**src/hdl/stcc_pkg.sv**
```systemverilog
`timescale 1ns / 1ps
package stcc_pkg;

  localparam logic [1:0] MODE_LOAD  = 2'd0;
  localparam logic [1:0] MODE_DATA  = 2'd1;
  localparam logic [1:0] MODE_FLUSH = 2'd2;

  localparam logic [1:0] KIND_CHAR = 2'd0;
  localparam logic [1:0] KIND_SEP  = 2'd1;
  localparam logic [1:0] KIND_END  = 2'd2;

  localparam logic [1:0] SRC_LOAD  = 2'd0;
  localparam logic [1:0] SRC_MATCH = 2'd1;
  localparam logic [1:0] SRC_ROOT  = 2'd2;

  typedef struct packed {
    logic       capture;
    logic       set_pending;
    logic       start_seek;
    logic [1:0] seek_src;
    logic       rd_scan;
    logic       scan_next;
    logic       load_hit;
    logic       load_new;
    logic       load_fail;
    logic       match_hit;
    logic       walk_start;
    logic       rd_walk;
    logic       walk_push;
    logic       walk_end;
    logic       rd_load;
    logic       assign_write;
    logic       assign_error;
    logic       sep_clear;
    logic       set_want;
    logic       emit_head;
    logic       emit_tail;
    logic       emit_code;
  } cmd_t;

  typedef struct packed {
    logic [1:0] mode;
    logic [1:0] kind;
    logic       expect_result;
    logic       load_active;
    logic       match_active;
    logic       scan_done;
    logic       hit;
    logic       can_create;
    logic       walk_cont;
    logic       conflict;
    logic       k_zero;
    logic       k_one;
    logic       want_code;
  } sts_t;

endpackage

```
**src/hdl/stcc_ctrl.sv**
```systemverilog
`timescale 1ns / 1ps
module stcc_ctrl (
  input  logic          clk,
  input  logic          rst_n,
  input  logic          start,
  output logic          busy,
  input  stcc_pkg::sts_t sts,
  output stcc_pkg::cmd_t cmd
);

  localparam logic [3:0] ST_IDLE = 4'd0;
  localparam logic [3:0] ST_DISP = 4'd1;
  localparam logic [3:0] ST_SRD  = 4'd2;
  localparam logic [3:0] ST_SCMP = 4'd3;
  localparam logic [3:0] ST_WRD  = 4'd4;
  localparam logic [3:0] ST_WCHK = 4'd5;
  localparam logic [3:0] ST_ARD  = 4'd6;
  localparam logic [3:0] ST_ACHK = 4'd7;
  localparam logic [3:0] ST_EMH  = 4'd8;
  localparam logic [3:0] ST_EMT  = 4'd9;
  localparam logic [3:0] ST_EMC  = 4'd10;

  logic [3:0] state_r, state_nxt;
  logic [1:0] purp_r, purp_nxt;

  always_ff @(posedge clk) begin
    if (!rst_n) begin
      state_r <= ST_IDLE;
      purp_r  <= stcc_pkg::SRC_LOAD;
    end else begin
      state_r <= state_nxt;
      purp_r  <= purp_nxt;
    end
  end

  assign busy = (state_r != ST_IDLE);

  always_comb begin
    cmd       = '0;
    state_nxt = state_r;
    purp_nxt  = purp_r;
    case (state_r)
      ST_IDLE: begin
        if (start) begin
          cmd.capture = 1'b1;
          state_nxt   = ST_DISP;
        end
      end
      ST_DISP: begin
        state_nxt = ST_IDLE;
        if (sts.mode == stcc_pkg::MODE_LOAD) begin
          if (sts.kind == stcc_pkg::KIND_CHAR) begin
            if (sts.expect_result) begin
              cmd.set_pending = 1'b1;
            end else begin
              cmd.start_seek = 1'b1;
              cmd.seek_src   = stcc_pkg::SRC_LOAD;
              purp_nxt       = stcc_pkg::SRC_LOAD;
              state_nxt      = ST_SRD;
            end
          end else if ((sts.kind == stcc_pkg::KIND_SEP || sts.kind == stcc_pkg::KIND_END)
                       && !sts.expect_result) begin
            if (sts.load_active) begin
              cmd.rd_load = 1'b1;
              state_nxt   = ST_ACHK;
            end else begin
              cmd.sep_clear = 1'b1;
            end
          end
        end else if (sts.mode == stcc_pkg::MODE_DATA) begin
          cmd.start_seek = 1'b1;
          cmd.seek_src   = stcc_pkg::SRC_MATCH;
          purp_nxt       = stcc_pkg::SRC_MATCH;
          state_nxt      = ST_SRD;
        end else if (sts.mode == stcc_pkg::MODE_FLUSH) begin
          if (sts.match_active) begin
            cmd.walk_start = 1'b1;
            purp_nxt       = stcc_pkg::SRC_ROOT;
            state_nxt      = ST_WRD;
          end
        end
      end
      ST_SRD: begin
        if (sts.scan_done) begin
          state_nxt = ST_IDLE;
          case (purp_r)
            stcc_pkg::SRC_LOAD: begin
              if (sts.can_create) begin
                cmd.load_new = 1'b1;
              end else begin
                cmd.load_fail = 1'b1;
              end
            end
            stcc_pkg::SRC_MATCH: begin
              if (sts.match_active) begin
                cmd.walk_start = 1'b1;
                state_nxt      = ST_WRD;
              end else begin
                cmd.emit_code = 1'b1;
              end
            end
            default: begin
              cmd.set_want = 1'b1;
              state_nxt    = ST_EMH;
            end
          endcase
        end else begin
          cmd.rd_scan = 1'b1;
          state_nxt   = ST_SCMP;
        end
      end
      ST_SCMP: begin
        if (sts.hit) begin
          state_nxt = ST_IDLE;
          if (purp_r == stcc_pkg::SRC_LOAD) begin
            cmd.load_hit = 1'b1;
          end else begin
            cmd.match_hit = 1'b1;
            if (purp_r == stcc_pkg::SRC_ROOT) begin
              state_nxt = ST_EMH;
            end
          end
        end else begin
          cmd.scan_next = 1'b1;
          state_nxt     = ST_SRD;
        end
      end
      ST_WRD: begin
        cmd.rd_walk = 1'b1;
        state_nxt   = ST_WCHK;
      end
      ST_WCHK: begin
        if (sts.walk_cont) begin
          cmd.walk_push = 1'b1;
          state_nxt     = ST_WRD;
        end else begin
          cmd.walk_end = 1'b1;
          if (purp_r == stcc_pkg::SRC_MATCH) begin
            cmd.start_seek = 1'b1;
            cmd.seek_src   = stcc_pkg::SRC_ROOT;
            purp_nxt       = stcc_pkg::SRC_ROOT;
            state_nxt      = ST_SRD;
          end else begin
            state_nxt = ST_EMH;
          end
        end
      end
      ST_ARD: begin
        cmd.rd_load = 1'b1;
        state_nxt   = ST_ACHK;
      end
      ST_ACHK: begin
        if (sts.conflict) begin
          cmd.assign_error = 1'b1;
        end else begin
          cmd.assign_write = 1'b1;
        end
        cmd.sep_clear = 1'b1;
        state_nxt     = ST_IDLE;
      end
      ST_EMH: begin
        cmd.emit_head = 1'b1;
        if (!sts.k_zero) begin
          state_nxt = ST_EMT;
        end else if (sts.want_code) begin
          state_nxt = ST_EMC;
        end else begin
          state_nxt = ST_IDLE;
        end
      end
      ST_EMT: begin
        cmd.emit_tail = 1'b1;
        if (sts.k_one) begin
          state_nxt = sts.want_code ? ST_EMC : ST_IDLE;
        end
      end
      ST_EMC: begin
        cmd.emit_code = 1'b1;
        state_nxt     = ST_IDLE;
      end
      default: begin
        state_nxt = ST_IDLE;
      end
    endcase
  end

endmodule

```
**config.mk**
```make
export PLATFORM = sky130hd
export DESIGN_NAME = stcc_ctrl
export DESIGN_NICKNAME = d
export VERILOG_FILES = /design/src/hdl/stcc_pkg.sv /design/src/hdl/stcc_ctrl.sv
export SDC_FILE = /design/constraint.sdc
export NUM_CORES = 1
export LEC_CHECK = 0
export ABC_CLOCK_PERIOD_IN_PS = 1950
export BUFFER_PORTS_ARGS = -buffer_cell sky130_fd_sc_hd__buf_2
export CAP_MARGIN = 20
export CELL_PAD_IN_SITES_DETAIL_PLACEMENT = 0
export CELL_PAD_IN_SITES_GLOBAL_PLACEMENT = 1
export CORE_UTILIZATION = 29
export DETAILED_ROUTE_END_ITERATION = 10
export GPL_TIMING_DRIVEN = 0
export PLACE_DENSITY = 0.8
export SLEW_MARGIN = 20
export SYNTH_ARGS = -nofsm -noshare
export SYNTH_HDL_FRONTEND = slang
export SYNTH_SLANG_ARGS = --single-unit
```
**constraint.sdc**
```tcl
create_clock -name clk -period 1.95 [get_ports clk]
set_input_delay 0.39 -clock clk [delete_from_list [all_inputs] [get_ports clk]]
set_output_delay 0.39 -clock clk [all_outputs]
set_load 0.03 [all_outputs]
```
# After elaboration in Yosys (flattened, before gate mapping)
# Index checks and enable logic that the tools add are counted.
# Widths: inputs -> output; s select.
# totals
reg_bits	6
out_inout_bits	24
elab_cells	126
input_bits	18
# classes
reduce_logical	12
muxes	88
eq_ne	24
# ops
operator	n
$mux 4	13
$mux 1	42
$pmux 4 s9	1
$mux 2	15
$mux 3	10
$eq 4x3->1 const B	4
$eq 4x4->1 const B	3
$eq 4x2->1 const B	2
$ne 2x2->1 const B	4
$ne 4x4->1 const B	2
$pmux 1 s2	4
$pmux 4 s2	1
$reduce_and 7->1	1
$eq 2x1->1 const B	3
$eq 2x2->1 const B	3
$logic_not 2->1	3
$ne 3x3->1 const B	2
$pmux 3 s2	1
$eq 4x1->1 const B	1
$logic_not 4->1	1
$pmux 2 s2	1
$reduce_bool 4->1	1
$reduce_and 2->1	1
$reduce_bool 2->1	1
4 further kinds	4

# Logic depth before layout (Yosys ltp)
# Gate-level depths: netlist (run 1).
# depth
word_depth	7
mapped_depth	6
mapped_depth_nobuf	6

# Worst setup path after synthesis (run 1)
# Ideal clock, no wire load.
# synth_path
path_type	reg-to-output
from	reg state_r[0]
to	out cmd[21] (netlist bit)
n_path_buf	1
t_required_ps	1560
stages_incl_launch_ff	4
t_arrival_ps	1893
slack_ps	-333
path_cell_list	dfxtp_1 > buf_2 > or4b_4 > nor4_1
# synth_rtl
element	line_no	source
start, declared	stcc_ctrl.sv:23	logic [3:0] state_r, state_nxt;
start signal, assigned	stcc_ctrl.sv:31	state_r <= state_nxt;
end, declared	stcc_ctrl.sv:8	output stcc_pkg::cmd_t cmd

==> impl_metrics.py, run 1 <==
metrics = {
    "status": {
        "status": "finished, violations left",
        "violations": "setup timing",
    },
    "timing": {
        "layout_setup_ws_ns": -0.171,
        "drv_slew": 0,
        "whs_ns": 0.399,
        "rsz0062_at_grt": "true",
        "relSlewSlack_pct": 78.8,
        "fin_crit_sh_pct": 109,
        "setup_violations": 6,
        "hold_viol": 0,
        "fin_crit_ns": 2.12,
        "fmax_mhz": 472,
        "fin_skew_ns": 0.00630,
        "tightestPinTransition_ns": 0.316,
    },
    "detailed_routing": {
        "routed_via_density": 5.26,
        "drt_iter0_drc": 20,
        "routed_wl_um": 2600,
        "ant_nets": 0,
        "num_vias": 1005,
        "dr.pass1.iters": 4,
        "wl_per_cell_um": 13.6,
        "drc": 0,
    },
    "yosys": {
        "yosysMostFrequentCell": "nor2_1",
        "synth-edff-count": 0,
        "ys_seq_area_share_pct": 15.8,
        "synth_nets": 129,
        "synthTopCellsByCount": "16 x nor2_1, 11 x nand2_1, 10 x inv_1",
        "muxShareOfSynthArea_pct": 2.80,
        "yosys-top-cells-area": "dfxtp_1 16%, nor2_1 7.9%, nand2_1 5.4%, inv_1 4.9%, o21ai_0 4.6%",
        "synth_warnings": 0,
        "yosys.area_share.adder_pct": 1.64,
        "synth_compound_area_share_pct": 23.7,
        "synthArstFlopShare_pct": 0,
        "synth_top_family_by_area": "simple AND/OR/NAND/NOR gates",
        "yosys.area_share.simple_pct": 46.4,
        "synth_flop_cell": "dfxtp_1",
        "synthXorXnorAreaFrac_pct": 0,
        "syn_inst": 110,
        "syn_area_sq_um": 761,
        "ys_seq_elements": 6,
        "synth_top_area_share_pct": 15.8,
        "avgSynthCellArea_sq_um": 6.92,
        "yosysTopAreaCell": "dfxtp_1",
        "synth_cell_types": 42,
    },
    "grt": {
        "grt_pass1_wl_um": 3930,
        "met2_usage_pct": 31.9,
        "antenna_found_initial": 0,
        "use_met3_pct": 4.31,
        "busiest_layer": "met2",
        "gr-total-overflow": 0,
        "grt_max_degree": 11,
        "track_usage_pct": 19.2,
        "grtUsageMet1_pct": 25.4,
        "grt_pass1_vias": 865,
    },
    "worst_setup_path": {
        "r2r-start": "state_r[3]$_SDFFE_PN0P_",
        "startpoint_type": "register",
        "end_kind": "primary output",
        "path_max_fanout": 7,
        "worstPathArrival_ns": 1.73,
        "worstSetupPathType": "register to primary output",
        "worst_ep_required_time_ns": 1.56,
        "r2r_cells": 6,
        "ff2ff_setup_slack_ns": 0.24,
        "r2r-end": "state_r[2]$_SDFFE_PN0P_",
    },
    "hold_path": {
        "hp-start": "rst_n",
        "hp-class": "input pin to register",
        "hold_end": "state_r[3]$_SDFFE_PN0P_",
        "whs_path_depth": 3,
    },
    "clocking": {
        "clkSinkCount": 6,
        "clk_pin_slew_worst_paths_ns": 0.05,
        "ctsRootBufferMaster": "clkbuf_4",
        "clock_latency_ns": 0.26,
        "cts_buffer_depth": 2,
        "cts-buffers-inserted": 3,
        "htree_num_levels": 1,
        "holdBufCountCts": 0,
        "cts_tree": "done",
    },
    "floorplanning": {
        "die_w_um": 53.2,
        "coreArea_sq_um": 2480,
        "placementRows": 18,
        "dieHeight_um": 53.2,
        "dieArea_sq_um": 2830,
        "start_util_pct": 30.7,
        "io_pins": 42,
    },
    "layout": {
        "diodes": 0,
        "area_delta_synth_final_pct": 66.9,
        "fin_util_pct": 51.3,
        "stdcell_area_sq_um": 1270,
        "layout-drive-gt1-share_pct": 52.2,
        "nets": 182,
    },
    "power_and_ir_drop": {
        "ir_drop_v": 0.000274,
        "seqPwrFrac_pct": 31.1,
        "p_int_uw": 294,
        "pwr-share-comb_pct": 41.9,
        "p_leak_uw": 0.000596,
        "power_density_nw_per_um2": 367,
        "p_sw_share_pct": 36.9,
        "power.total_uw": 466,
        "pwr-share-clk_pct": 27.0,
        "p_sw_uw": 172,
    },
    "placement": {
        "port_buffers": 41,
        "routabilityCongestion": 0.789,
        "dp_hpwl_um": 1850,
        "placed_area_sq_um": 1030,
        "pre_cts_slack_ns": -0.0550,
    },
    "flow_run": {
        "maxCapViolCount": 0,
    },
}
-- layer usage --
metal / routed length, um / vias up
met5: 0 / -
met3: 190 / 3
met1: 1090 / 458
li1: - / 506
met2: 1310 / 38
met4: 9 / 0
-- worst max-delay path: stages, from the launching register on --
cell,delay (ns)
dfxtp_2,0.36
or4b_4,0.59
o32ai_2,0.22
nand2_1,0.10
inv_1,0.08
buf_6,0.13
-- cells by family (layout without fill, tap and decap cells) --
logic type / after synthesis / count (layout)
AO/OA/AOI/OAI: 25 / 25
flip-flops: 6 / 6
AND/OR/NAND/NOR: 59 / 59
multiplexers: 2 / 2
adder cells (fa/ha/maj): 1 / 1
buffers and inverters: 17 / 68
-- through the flow --
step | TNS (ns) | cells
2_1_floorplan | 0 | 110
3_3_place_gp | -0.0579 | 181
3_5_place_dp | -0.0594 | 181
4_1_cts | -0.830 | 188
5_1_grt | -1.40 | 191
6_report | -0.572 | 191
-- registers in the layout, summed over array words and instances, names as in the netlist --
register and count:
state_r 4, purp_r 2
-- worst max path at each step --
stage                                  startpoint      end  slack [ns]
after global routing      state_r[3]$_SDFFE_PN0P_  cmd[11]       -0.24
after floorplan           state_r[0]$_SDFFE_PN0P_  cmd[21]       0.003
after detailed placement  state_r[0]$_SDFFE_PN0P_  cmd[20]       -0.06
after global placement    state_r[0]$_SDFFE_PN0P_  cmd[20]       -0.06
after CTS                 state_r[3]$_SDFFE_PN0P_  cmd[11]       -0.16
final                     state_r[3]$_SDFFE_PN0P_  cmd[11]       -0.17
-- cell type report --
class / instances / area [sq um]
Fill cell: 252 / 1210
Multi-Input combinational cell: 87 / 659
Timing Repair Buffer: 51 / 335
Sequential cell: 6 / 133
Buffer: 4 / 45.0
Inverter: 10 / 37.5
Tap cell: 30 / 37.5
Clock buffer: 3 / 22.5
-- power groups by stage --
stage / clock network, uW / logic (uW) / registers (uW)
4_1_cts: 131 / 190 / 142
3_5_place_dp: 0 / 161 / 136
2_1_floorplan: 0 / 107 / 135
3_3_place_gp: 0 / 159 / 136
6_report: 126 / 195 / 145
5_1_grt: 139 / 211 / 147
-- cells in the final DEF (no fill, tap or decap), drive strengths merged, types with 3 or more instances in the layout --
cell / synthesis / routed
a21oi: 3 / 3
and2: 3 / 3
buf: 5 / 52
clkbuf: 2 / 6
dfxtp: 6 / 6
inv: 10 / 10
nand2: 11 / 11
nand3b: 3 / 3
nor2: 16 / 16
nor2b: 4 / 4
nor3b: 3 / 3
nor4b: 3 / 3
o21ai: 7 / 7
-- what timing repair did --
item	in CTS	in global routing
setup endpoints to repair	14	16
pin swaps	5	6
resized for setup	30	17
buffers inserted	6	4
Note: power is estimated with default switching activity, not from simulation.
==> inputs of run 2 (changes only) <==
--- a/config.mk
+++ b/config.mk
@@ -5,15 +5,16 @@
 export SDC_FILE = /design/constraint.sdc
 export NUM_CORES = 1
 export LEC_CHECK = 0
+export ABC_AREA = 1
 export ABC_CLOCK_PERIOD_IN_PS = 1950
 export BUFFER_PORTS_ARGS = -buffer_cell sky130_fd_sc_hd__buf_2
 export CAP_MARGIN = 20
 export CELL_PAD_IN_SITES_DETAIL_PLACEMENT = 0
 export CELL_PAD_IN_SITES_GLOBAL_PLACEMENT = 1
-export CORE_UTILIZATION = 29
+export CORE_UTILIZATION = 27
 export DETAILED_ROUTE_END_ITERATION = 10
 export GPL_TIMING_DRIVEN = 0
-export PLACE_DENSITY = 0.8
+export PLACE_DENSITY = 0.79
 export SLEW_MARGIN = 20
 export SYNTH_ARGS = -nofsm -noshare
 export SYNTH_HDL_FRONTEND = slang
==> run 2 against run 1 <==
Clock-buffer cell count is the same. Sequential share of layout area increased by 1.0 points. Clock skew rose by 0.00064 ns. Critical path type unchanged. Flip-flop and latch count unchanged. Cell count rose by 15%. Sequential power is 3% higher. Design area shrank 15%. Synthesized cell count rose by 33%. The flow now finishes without violations. Worst hold slack lost 0.0092 ns. Register-to-register slack improved by 0.41 ns. First-iteration DRC count rose by 45%.
==> impl_metrics.py, run 2 <==
metrics = {
    "timing": {
        "tightestPinTransition_ns": 0.275,
        "drv_slew": 0,
        "fmax_mhz": 539,
        "setup_tns_ns": 0,
        "setup_violations": 0,
        "fin_crit_sh_pct": 95.1,
        "fin_skew_ns": 0.00693,
        "hold_viol": 0,
        "whs_ns": 0.390,
        "relSlewSlack_pct": 81.4,
        "fin_crit_ns": 1.85,
    },
    "layout": {
        "most-common-layout-cells": "40 x nand2_1, 40 x buf_2, 24 x inv_1, 23 x nor2_1",
        "fin_util_pct": 41.7,
        "layout-drive-gt1-share_pct": 40.0,
        "diodes": 0,
        "top_regs": "state_r x4, purp_r x2",
        "largest_reg_flops": 4,
        "stdcell_count": 220,
        "top_register": "state_r",
        "area_delta_synth_final_pct": 40.5,
        "nets": 211,
    },
    "clocking": {
        "cts-buffers-inserted": 3,
        "clk_pin_slew_worst_paths_ns": 0.05,
        "clkSinkCount": 6,
        "clock_latency_ns": 0.25,
        "cts_buffer_depth": 2,
        "cts_tree": "done",
        "ctsRootBufferMaster": "clkbuf_4",
        "htree_num_levels": 1,
    },
    "detailed_routing": {
        "drc": 0,
        "routed_wl_um": 2260,
        "drt_iter0_drc": 29,
        "routed_via_density": 4.55,
        "wl_per_cell_um": 10.3,
        "ant_nets": 0,
        "num_vias": 1002,
        "dr.pass1.iters": 4,
    },
    "yosys": {
        "synth_flop_cell": "dfxtp_1",
        "syn_area_sq_um": 769,
        "avgSynthCellArea_sq_um": 5.27,
        "ys_seq_area_share_pct": 15.6,
        "yosysMostFrequentCell": "nand2_1",
        "synth_warnings": 0,
        "yosys-top-cells-area": "nand2_1 20%, dfxtp_1 16%, nor2_1 13%, inv_1 12%, nand3_1 5.9%",
        "syn_inst": 146,
        "synth-edff-count": 0,
        "yosysTopAreaCell": "nand2_1",
        "synth_nets": 165,
        "synthArstFlopShare_pct": 0,
        "ys_seq_elements": 6,
        "synth_top_area_share_pct": 20.0,
        "synth_cell_types": 20,
        "synthTopCellsByCount": "41 x nand2_1, 26 x nor2_1, 25 x inv_1",
    },
    "power_and_ir_drop": {
        "p_int_uw": 267,
        "p_sw_share_pct": 42.6,
        "seqPwrFrac_pct": 32.2,
        "pwr-share-comb_pct": 42.6,
        "power.total_uw": 464,
        "ir_drop_v": 0.000275,
        "p_sw_uw": 198,
        "power_density_nw_per_um2": 430,
        "pwr-share-clk_pct": 25.2,
        "p_leak_uw": 0.000672,
    },
    "worst_setup_path": {
        "worstSetupPathType": "register to primary output",
        "startpoint_type": "register",
        "worstPathArrival_ns": 1.46,
        "worst_ep_required_time_ns": 1.56,
        "end_kind": "primary output",
        "path_max_fanout": 4,
    },
    "grt": {
        "grt_pass1_vias": 836,
        "track_usage_pct": 14.8,
        "grt_max_degree": 8,
        "grt_pass1_wl_um": 3640,
        "antenna_found_initial": 0,
        "gr-total-overflow": 0,
    },
    "floorplanning": {
        "io_pins": 42,
        "dieArea_sq_um": 3070,
        "placementRows": 18,
        "start_util_pct": 29.7,
        "dieHeight_um": 55.4,
        "coreArea_sq_um": 2590,
        "die_w_um": 55.4,
    },
    "flow_run": {
        "maxCapViolCount": 0,
    },
    "placement": {
        "port_buffers": 41,
        "routabilityCongestion": 0.808,
        "dpl.cell_count": 217,
        "dp_hpwl_um": 1940,
    },
    "hold_path": {
        "hp-class": "input pin to register",
    },
    "status": {
        "status": "finished, final reports clean",
    },
}
==> run 2: changes by cell type after synthesis, sizes merged, moves of 3 or more <==
cell / change
a21oi: +3
nand3: +10
nand3b: -3
nand2: +35
nor2: +20
buf: -5
nor2b: -4
nor4b: -3
inv: +18
and2: -3
==> run 2: timing repair <==
action,CTS,global route
pin swaps,0,1
hold buffers,0,0
setup endpoints to repair,4,9
setup buffers,0,0
resized for setup,5,7
==> run 2: final timing paths <==
| kind | start | endpoint | slack (ns) | cells after the start |
|---|---|---|---|---|
| setup / recovery | state_r[2]$_SDFFE_PN0P_ | cmd[0] | 0.1 | 4 |
| hold / removal | rst_n | state_r[2]$_SDFFE_PN0P_ | 0.39 | 3 |
| setup reg to reg | purp_r[1]$_SDFFE_PN0P_ | state_r[1]$_SDFFE_PN0P_ | 0.65 | 9 |
| hold reg to reg | purp_r[0]$_SDFFE_PN0P_ | purp_r[0]$_SDFFE_PN0P_ | 0.52 | 2 |
==> run 2: kinds of logic (layout without fill, tap and decap cells) <==
family | after synthesis | after routing | synth area share, %
AOI/OAI and AO/OA | 13 | 13 | 9.92
adders and majority gates | 1 | 1 | 1.63
buffers and inverters | 28 | 72 | 13.7
DFF | 6 | 6 | 15.6
and+or+nand+nor | 98 | 98 | 59.2
==> run 2: final cells by class <==
cell class,count,area (sq um)
fillers,297,1510
multi-input cells,112,584
repair buffers,41,208
flip-flops and latches,6,124
inverters,28,105
well taps,30,37.5
clock buffers,3,22.5
==> run 2: metrics by stage <==
step	setup WS, ns	area (sq um)
4_1_cts	0.0146	1060
6_report	0.0950	1080
3_3_place_gp	-0.0270	1030
3_5_place_dp	-0.0236	1030
5_1_grt	-0.000843	1080
2_1_floorplan	0.0881	785
==> run 2: routing by layer <==
metal	vias up	routed length (um)	GRT usage (%)
met1	427	1090	19.8
met2	34	1000	24.3
met4	0	10	2.14
met5	-	0	0
li1	539	-	-
met3	2	152	3.75
==> run 2: power groups by stage <==
stage	clock network (uW)	logic (uW)	registers [uW]
after floorplan	0	135	147
after global placement	0	190	150
after detailed placement	0	192	150
after CTS	125	195	149
after global routing	130	220	151
final	117	198	150
==> run 2: worst max-delay path, stage by stage (launching register included) <==
cell	delay, ns
dfxtp_1	0.35
nor2_2	0.24
nand2_1	0.13
o41ai_2	0.25
buf_2	0.26
==> inputs of run 3 (changes only) <==
--- a/config.mk
+++ b/config.mk
@@ -6,15 +6,16 @@
 export NUM_CORES = 1
 export LEC_CHECK = 0
 export ABC_AREA = 1
-export ABC_CLOCK_PERIOD_IN_PS = 1950
+export ABC_CLOCK_PERIOD_IN_PS = 1600
 export BUFFER_PORTS_ARGS = -buffer_cell sky130_fd_sc_hd__buf_2
 export CAP_MARGIN = 20
 export CELL_PAD_IN_SITES_DETAIL_PLACEMENT = 0
 export CELL_PAD_IN_SITES_GLOBAL_PLACEMENT = 1
-export CORE_UTILIZATION = 27
+export CORE_MARGIN = 3
+export CORE_UTILIZATION = 24
 export DETAILED_ROUTE_END_ITERATION = 10
 export GPL_TIMING_DRIVEN = 0
-export PLACE_DENSITY = 0.79
+export PLACE_DENSITY = 0.75
 export SLEW_MARGIN = 20
 export SYNTH_ARGS = -nofsm -noshare
 export SYNTH_HDL_FRONTEND = slang
==> constraint.sdc (replaced) <==
create_clock -name clk -period 1.6 [get_ports clk]
set_input_delay 0.32 -clock clk [delete_from_list [all_inputs] [get_ports clk]]
set_output_delay 0.32 -clock clk [all_outputs]
set_load 0.03 [all_outputs]
==> run 3 against run 2 <==
The run now ends with setup timing left. Cell count rose by 15%. Design area rose by 33%. Clock skew rose by 0.0023 ns. Worst setup slack got worse by 0.26 ns. Total power rose by 49%. Critical path depth rose by 2. Non-clock buffer count rose by 21. Via count rose by 12%. Flip-flop and latch count did not move. First-iteration DRC count rose by 24%. Global-route usage fell by 0.72 points. Register-to-register slack got worse by 0.52 ns. Critical endpoint is now cmd[20]. Largest power group unchanged.
==> impl_metrics.py, run 3 (synthesis gave the netlist of run 2 again) <==
metrics = {
    "grt": {
        "track_usage_pct": 14.1,
        "grt_max_degree": 8,
        "antenna_found_initial": 0,
        "gr-total-overflow": 0,
        "grt_pass1_wl_um": 4570,
        "grt_pass1_vias": 1060,
    },
    "detailed_routing": {
        "routed_wl_um": 2900,
        "wl_per_cell_um": 11.5,
        "ant_nets": 0,
        "dr.pass1.iters": 4,
        "drt_iter0_drc": 36,
        "routed_via_density": 4.43,
        "num_vias": 1120,
        "drc": 0,
    },
    "layout": {
        "top_register": "state_r",
        "diodes": 0,
        "layout-drive-gt1-share_pct": 55.0,
        "nets": 232,
        "most-common-layout-cells": "34 x nand2_1, 33 x buf_4, 21 x nor2_1, 20 x inv_1, 20 x buf_2",
        "seq_area_sq_um": 134,
        "fillers": 313,
        "multi_input_area_sq_um": 668,
        "final_common_cell": "nand2_1",
        "largest_reg_flops": 4,
        "stdcell_area_sq_um": 1440,
        "area_delta_synth_final_pct": 87.2,
        "top_regs": "state_r x4, purp_r x2",
        "fin_util_pct": 49.7,
    },
    "power_and_ir_drop": {
        "p_sw_uw": 294,
        "pwr-share-comb_pct": 51.3,
        "p_leak_uw": 0.000810,
        "seqPwrFrac_pct": 26.6,
        "power_density_nw_per_um2": 479,
        "power.total_uw": 690,
        "p_int_uw": 396,
        "pwr-share-clk_pct": 22.1,
        "p_sw_share_pct": 42.6,
        "ir_drop_v": 0.000328,
    },
    "clocking": {
        "cts-buffers-inserted": 3,
        "cts_tree": "done",
        "ctsRootBufferMaster": "clkbuf_4",
        "clock_latency_ns": 0.26,
        "clk_pin_slew_worst_paths_ns": 0.06,
        "cts_buffer_depth": 2,
        "holdBufCountCts": 0,
        "htree_num_levels": 1,
        "clkSinkCount": 6,
    },
    "timing": {
        "tightestPinTransition_ns": 0.350,
        "fin_crit_sh_pct": 110,
        "hold_viol": 0,
        "relSlewSlack_pct": 76.4,
        "layout_setup_ws_ns": -0.164,
        "rsz0062_at_grt": "true",
        "fin_skew_ns": 0.00921,
        "setup_violations": 19,
        "fmax_mhz": 567,
        "drv_slew": 0,
        "fin_crit_ns": 1.76,
    },
    "floorplanning": {
        "placementRows": 19,
        "dieArea_sq_um": 3920,
        "dieHeight_um": 62.6,
        "start_util_pct": 26.5,
        "die_w_um": 62.6,
        "io_pins": 42,
        "coreArea_sq_um": 2900,
    },
    "hold_path": {
        "hp-class": "input pin to register",
    },
    "worst_setup_path": {
        "worstSetupPathType": "register to primary output",
        "worstPathArrival_ns": 1.44,
        "end_kind": "primary output",
        "cpPeakStageDelay_ns": 0.39,
        "startpoint": "state_r[2]$_SDFFE_PN0P_",
        "ff2ff_setup_slack_ns": 0.13,
        "r2r-end": "state_r[0]$_SDFFE_PN0P_",
        "worst_ep_required_time_ns": 1.28,
        "slowest_stage": "dfxtp_2",
        "r2r-start": "state_r[2]$_SDFFE_PN0P_",
        "path_max_fanout": 4,
        "startpoint_type": "register",
        "r2r_cells": 11,
        "cp-endpoint": "cmd[20]",
        "crit_chain": "inv_4 > buf_4 > nor2_4 > nand2_2 > o21ai_2 > buf_6",
    },
    "status": {
        "status": "finished, violations left",
        "violations": "setup timing",
    },
    "flow_run": {
        "maxCapViolCount": 0,
    },
    "placement": {
        "placed_area_sq_um": 1070,
        "port_buffers": 41,
        "routabilityCongestion": 0.855,
        "dp_hpwl_um": 2090,
    },
}
## run 3: cell count changes in the layout (fill, tap and decap cells not counted), sizes merged
cell / before / now
buf: 41 / 61
clkbuf: 3 / 4
## run 3: worst min-delay path by stage
stage / start / end / slack (ns) / cells after the start
after floorplan: rst_n / state_r[2]$_SDFFE_PN0P_ / 0.42 / 2
after global placement: purp_r[0]$_SDFFE_PN0P_ / purp_r[0]$_SDFFE_PN0P_ / 0.52 / 2
after detailed placement: purp_r[0]$_SDFFE_PN0P_ / purp_r[0]$_SDFFE_PN0P_ / 0.52 / 2
after CTS: rst_n / purp_r[1]$_SDFFE_PN0P_ / 0.31 / 3
after global routing: rst_n / purp_r[1]$_SDFFE_PN0P_ / 0.33 / 3
final: rst_n / purp_r[1]$_SDFFE_PN0P_ / 0.31 / 3
## run 3: routing by layer
layer  share of wire (%)  global-route usage, %  vias to the layer above
li1                    -                      -                      584
met1                  44                   17.9                      492
met2                  49                   23.2                       40
met3                 6.3                   3.96                        4
met4                 1.0                   3.58                        0
met5                   0                      0                        -
## run 3: final cells by class
class                      instances  share of cell area (%)
multi-input combinational        112                    46.4
timing repair buffer              62                    30.9
clock buffer                       3                    1.56
inverter                          28                    8.17
tap                               42                    3.65
sequential                         6                    9.30
## run 3: per-stage QoR
step	worst slack, ns	instances	hold slack [ns]	TNS, ns
finish	-0.164	253	0.311	-1.72
floorplan	-0.144	146	0.424	-0.262
CTS	-0.103	242	0.307	-0.664
global route	-0.273	253	0.325	-3.56
detailed placement	-0.197	229	0.524	-0.322
global placement	-0.230	229	0.521	-0.302
## run 3: timing repair
action,in CTS,in global routing
gates resized for setup,53,16
setup buffers,10,11
endpoints found under the setup margin,20,21
pin swaps,10,3
## run 3: power groups by stage
stage / combinational, uW / sequential, uW / clock [uW]
floorplan: 169 / 180 / 0
global placement: 239 / 183 / 0
detailed placement: 240 / 183 / 0
CTS: 300 / 180 / 154
global route: 390 / 186 / 165
finish: 354 / 184 / 152
## run 3: critical path: cells and delay by family (launching register included)
| family | cells | cell delay, ns |
|---|---|---|
| flops | 1 | 0.39 |
| simple gates | 2 | 0.27 |
| compound gates | 1 | 0.17 |
| buf+inv | 3 | 0.36 |
